<file path="src/hdl/tpdt_pkg.sv">
package tpdt_pkg;

    localparam int TRACKS_DEF = 64;
    localparam int TIME_W     = 48;
    localparam int HIT_W      = 16;
    localparam int ID_W       = 6;
    localparam int CFG_W      = 16;
    localparam int CFG_IDX_W  = 2;

    localparam logic [HIT_W-1:0] HIT_MAX = '1;

    localparam logic [CFG_W-1:0] ROT_RST    = 16'd1000;
    localparam logic [CFG_W-1:0] MISS_RST   = 16'd2000;
    localparam logic [CFG_W-1:0] PROM_RST   = 16'd1000;

    localparam logic [CFG_IDX_W-1:0] REG_ROT  = 2'd0;
    localparam logic [CFG_IDX_W-1:0] REG_MISS = 2'd1;
    localparam logic [CFG_IDX_W-1:0] REG_PROM = 2'd2;

    localparam logic [1:0] FLAG_NEW  = 2'd0;
    localparam logic [1:0] FLAG_CORR = 2'd1;

    localparam logic ACT_PROMOTE = 1'b0;
    localparam logic ACT_DROP    = 1'b1;

    typedef struct packed {
        logic              valid;
        logic [HIT_W-1:0]  hits;
        logic [TIME_W-1:0] ltime;
        logic              kind;
    } t_entry;

    typedef enum logic [1:0] {
        ST_IDLE,
        ST_SCAN,
        ST_DONE
    } t_state;

endpackage

</file>
<file path="src/hdl/tpdt_cell.sv">
module tpdt_cell #(
    parameter int IDX    = 0
) (
    input  logic                            i_clk,
    input  logic                            i_rst_n,
    input  logic                            i_wr_en,
    input  logic [tpdt_pkg::ID_W-1:0]       i_wr_idx,
    input  logic [tpdt_pkg::TIME_W-1:0]     i_wr_time,
    input  logic                            i_wr_kind,
    input  logic                            i_shift,
    input  tpdt_pkg::t_entry                i_next,
    output tpdt_pkg::t_entry                o_entry
);
    tpdt_pkg::t_entry r_ent, n_ent;

    // pass the neighbor's entry along while shifting, else update on a message for this cell
    always_comb begin
        n_ent = r_ent;
        if (i_shift) begin
            n_ent = i_next;
        end else if (i_wr_en && (i_wr_idx == tpdt_pkg::ID_W'(IDX))) begin
            n_ent.valid = 1'b1;
            if (!r_ent.valid) begin
                n_ent.hits = tpdt_pkg::HIT_W'(1);
            end else if (r_ent.hits != tpdt_pkg::HIT_MAX) begin
                n_ent.hits = r_ent.hits + 1'b1;
            end
            n_ent.ltime = i_wr_time;
            n_ent.kind  = i_wr_kind;
        end
    end

    always_ff @(posedge i_clk) begin
        if (!i_rst_n) begin
            r_ent.valid <= 1'b0;
        end else begin
            r_ent.valid <= n_ent.valid;
        end
        r_ent.hits  <= n_ent.hits;
        r_ent.ltime <= n_ent.ltime;
        r_ent.kind  <= n_ent.kind;
    end

    assign o_entry = r_ent;
endmodule

</file>
<file path="config.mk">
export PLATFORM = sky130hd
export DESIGN_NAME = tpdt_cell
export DESIGN_NICKNAME = d
export VERILOG_FILES = /design/src/hdl/tpdt_pkg.sv /design/src/hdl/tpdt_cell.sv
export SDC_FILE = /design/constraint.sdc
export NUM_CORES = 1
export LEC_CHECK = 0
export ABC_AREA = 0
export ABC_CLOCK_PERIOD_IN_PS = 4000
export BUFFER_PORTS_ARGS = -buffer_cell sky130_fd_sc_hd__buf_2
export CAP_MARGIN = 20
export CORE_MARGIN = 2
export CORE_UTILIZATION = 35
export DETAILED_ROUTE_END_ITERATION = 16
export GPL_ROUTABILITY_DRIVEN = 0
export HOLD_SLACK_MARGIN = 0.12
export PLACE_DENSITY_LB_ADDON = 0.25
export SLEW_MARGIN = 20
export SYNTH_ARGS = -nofsm -noshare
export SYNTH_HDL_FRONTEND = slang
export SYNTH_SLANG_ARGS = --single-unit
</file>
<file path="constraint.sdc">
create_clock -name i_clk -period 4 [get_ports i_clk]
set_input_delay 0.4 -clock i_clk [delete_from_list [all_inputs] [get_ports i_clk]]
set_output_delay 0.4 -clock i_clk [all_outputs]
set_load 0.01 [all_outputs]
</file>
=== Word-level counts from Yosys, hierarchy flattened ===
Index checks and enable logic that the tools add are counted.

* Register bits after elaboration: 66
* Bits of input ports: 125
* Output and inout bits: 66
* Logic and storage cells: 15

* Add/sub/neg operators: 1
* Equal/unequal tests: 2
* Mux-type cells: 4
* Reductions and logical operators: 4

{| class="wikitable"
|+ Operator list
! cell !! count
|-
| $mux W66 || 2
|-
| $mux W16 || 2
|-
| $add A16 B1 Y16 const B || 1
|-
| $ne A16 B16 Y1 const B || 1
|-
| $logic_not A6 Y1 || 1
|-
| $ne A3 B2 Y1 const B || 1
|-
| $reduce_and A2 Y1 || 1
|-
| $reduce_bool A2 Y1 || 1
|-
| $logic_and A1 B1 Y1 || 1
|}

=== Logic depth before layout (Yosys ltp) ===
* Depth after elaboration: 5
* Mapped depth: 5
* Depth with buffers taken out: 5

=== Worst setup path after synthesis ===
Ideal clock, no wire load.

* Path type: input -> register
* Start point: input i_wr_idx[2] (netlist name)
* End point: register r_ent (netlist bit o_entry[49]) (enable)
* Setup time: 378 ps
* Arrival time: 3376 ps
* Required time: 3622 ps
* Path slack: 246 ps
* Cell stages on the path: 3
* Path buffers: 0
* Path through: or4b_4 -> o41ai_4 -> a21boi_2

* Longest elaborated chain between the ends: 4

{| class="wikitable"
|+ Ends and longest elaborated chain
! element !! line !! RTL
|-
| from (decl) || tpdt_cell.sv:7 || <nowiki>input logic [tpdt_pkg::ID_W-1:0] i_wr_idx,</nowiki>
|-
| $logic_not A6 Y1 || tpdt_cell.sv:21 || <nowiki>end else if (i_wr_en && (i_wr_idx == tpdt_pkg::ID_W'(IDX))) begin</nowiki>
|-
| $logic_and A1 B1 Y1 || tpdt_cell.sv:21 ||
|-
| $reduce_bool A2 Y1 (no line) || n/a ||
|-
| $reduce_and A2 Y1 (no line) || n/a ||
|-
| to (decl) || tpdt_cell.sv:14 || <nowiki>tpdt_pkg::t_entry r_ent, n_ent;</nowiki>
|}

No other way between the ends.
A chain may end at the register's enable or synchronous reset.

=== Worst setup path after layout ===
* Start point: register r_ent (netlist bit o_entry[49])
* End point: register r_ent (netlist bit o_entry[57]) (enable)

* Longest elaborated chain between the ends: 3

{| class="wikitable"
|+ Ends and longest elaborated chain
! element !! line !! RTL
|-
| $ne A16 B16 Y1 || tpdt_cell.sv:25 || <nowiki>end else if (r_ent.hits != tpdt_pkg::HIT_MAX) begin</nowiki>
|-
| $ne A3 B2 Y1 (no line) || n/a ||
|-
| $reduce_and A2 Y1 (no line) || n/a ||
|}

No other way between the ends.

==> results.yml <==
critical_path:
  cp.arrival_ns: 2.20
  path_max_fanout: 16
  r2r.worst_path.cells: 4
  endpoint_kind: "flip-flop"
  r2r-end: "o_entry[57]"
  cp.required_ns: 3.95
  startpoint: "o_entry[49]"
  crit_path_end: "o_entry[57]"
  ff2ff_setup_slack_ns: 1.75
  critPathLaunchType: "flip-flop"
  r2r_start: "o_entry[49]"
  crit_type: "flip-flop to flip-flop"
timing:
  rsz0062_at_grt: "no"
  worstMarginPinSlew_ns: 0.928
  setup_viol: 0
  final_hold_viol_count: 0
  tns_ns: 0
  skew_ns: 0.00434
  slew_headroom_pct: 37.8
  timing.final.crit_share_pct: 56.2
  fmax_ghz: 0.445
  min_period_ns: 2.25
  finalMaxSlewViolations: 0
cts:
  clock_latency_ns: 0.32
  ctsResizeCount: 0
  numCtsBuffers: 9
  postCtsSetupRepairBufs: 0
  cts.htree.levels: 3
  ctsHoldBuffers: 0
  cts_buffer_depth: 2
  cts_tree: "done"
  cts-root-buf: "clkbuf_8"
  cts.sinks: 66
  clkSlewWorstSetupHoldPaths_ns: 0.07
power_and_ir_drop:
  p_sw_share_pct: 22.5
  pwr-share-seq_pct: 48.5
  internal_power_uw: 1380
  ir_drop_mv: 0.167
  power.density_nw_per_um2: 403
  clkPwrFrac_pct: 36.9
  finalPower_uw: 1770
  p_comb_share_pct: 14.5
  power_switching_uw: 399
  p_leak_uw: 0.00186
die:
  io_pins: 191
  row_count: 34
  dieArea_um2: 9630
  die_h_um: 98.2
  initial_core_util_pct: 35.8
  coreArea_um2: 8680
  die_x_um: 98.2
routing:
  wire_per_inst_um: 14.8
  drt_iter0_drc: 58
  route.detailed.drc: 0
  via_count: 2408
  final_antenna_net_count: 0
  wl_mm: 7.56
  drtPass1Iterations: 4
  vias_per_cell: 4.70
synth:
  synth_warnings: 0
  yosys_register_bits: 66
  synthCells: 204
  yosysUniqueCellTypes: 27
  ys_async_sr_fraction_pct: 0
  synth-edff-count: 65
  yosysSeqAreaShare_pct: 63.5
  syn_area_um2: 3100
  avgSynthCellArea_um2: 15.2
  synth_flop_cell: "edfxtp_1"
  synthesis.nets: 330
layout:
  largest_reg_flops: 66
  final_common_cell: "buf_2"
  syn_to_final_growth_pct: 41.8
  drive_gt1_share_pct: 65.8
  antenna_cells: 0
  nets: 525
  fin_cells: 512
  final_area_um2: 4400
  final_cell_mix: "buf_2, edfxtp_1, mux2_2, nand2_1, xnor2_1"
global_route:
  grt_usage_pct: 16.0
  overflow: 0
  grt_start_max_net_pins: 66
  grt_pass1_vias: 2495
  grt_pass1_wl_mm: 12.1
  antenna_found_initial: 0
flow_run:
  cap_violations: 0
run_status:
  status: "complete, no violations"
place:
  io_buffer_count: 190
  hpwl_mm: 5.66
  postPlaceCellArea_um2: 4170
  dp.cells: 496
min_path:
  hold_class: "input pin to flip-flop"
  min_path_cells: 2
-- logic make-up after synthesis --
| group | count (synthesis) | synth area share, % |
|---|---|---|
| compound gates | 19 | 4.23 |
| fa+ha+maj | 1 | 0.403 |
| xor+xnor | 14 | 3.95 |
| mux | 49 | 17.8 |
| flops | 66 | 63.5 |
| buf+inv | 12 | 1.65 |
| simple gates | 43 | 8.43 |
-- synthesized netlist by cell type, types with 2 or more instances --
cell type / number / area share, %
nor4_2: 5 / 2.0
edfxtp_1: 65 / 63
nor2_1: 3 / 0.36
buf_2: 5 / 0.81
xnor2_1: 13 / 3.7
o21ai_0: 9 / 1.5
nand2_1: 21 / 2.5
inv_1: 3 / 0.36
nand3_1: 5 / 0.81
mux2_2: 49 / 18
nor3_1: 4 / 0.65
buf_1: 2 / 0.24
o21ai_1: 6 / 0.97
-- critical path, cell delays in order (launching register included) --
cell,delay (ns)
edfxtp_1,0.48
ha_1,0.27
nand3_1,0.26
nor3_2,0.11
a21boi_2,0.75
-- per-stage QoR --
stage / utilization (%) / hold slack, ns / setup slack [ns]
4_1_cts: 50.7 / 0.299 / 1.71
5_1_grt: 50.7 / 0.301 / 1.56
2_1_floorplan: - / 0.542 / 0.246
6_report: 50.7 / 0.322 / 1.75
3_5_place_dp: 48.0 / 0.591 / 1.50
3_3_place_gp: 48.0 / 0.577 / 1.54
-- routing by layer --
metal	up-vias	part of all wire, %	track usage (%)
li1	1163	-	-
met3	11	9.2	5.58
met5	-	0	0
met4	0	1.3	5.80
met1	1118	40	18.9
met2	116	50	27.0
-- power by group through the flow --
stage / clock (uW) / combinational, uW / sequential [uW]
finish: 655 / 258 / 861
floorplan: 0 / 89.6 / 908
CTS: 677 / 262 / 862
global placement: 0 / 258 / 873
global route: 710 / 282 / 869
detailed placement: 0 / 261 / 877
-- final cells by class --
class	instances	area (um2)
clock buffers	10	128
clock inverters	6	105
fillers	804	4280
inverters	4	15.0
multi-input cells	126	1080
flip-flops and latches	66	1970
well taps	108	135
repair buffers	192	966
-- worst min-delay path by stage --
stage	startpoint	to	slack (ns)
6_report	i_rst_n	o_entry[65]	0.32
3_5_place_dp	o_entry[65]	o_entry[49]	0.59
2_1_floorplan	i_rst_n	o_entry[65]	0.54
4_1_cts	i_rst_n	o_entry[65]	0.30
5_1_grt	i_rst_n	o_entry[65]	0.30
3_3_place_gp	o_entry[65]	o_entry[65]	0.58
No activity file was read; power rests on OpenSTA's default activity.
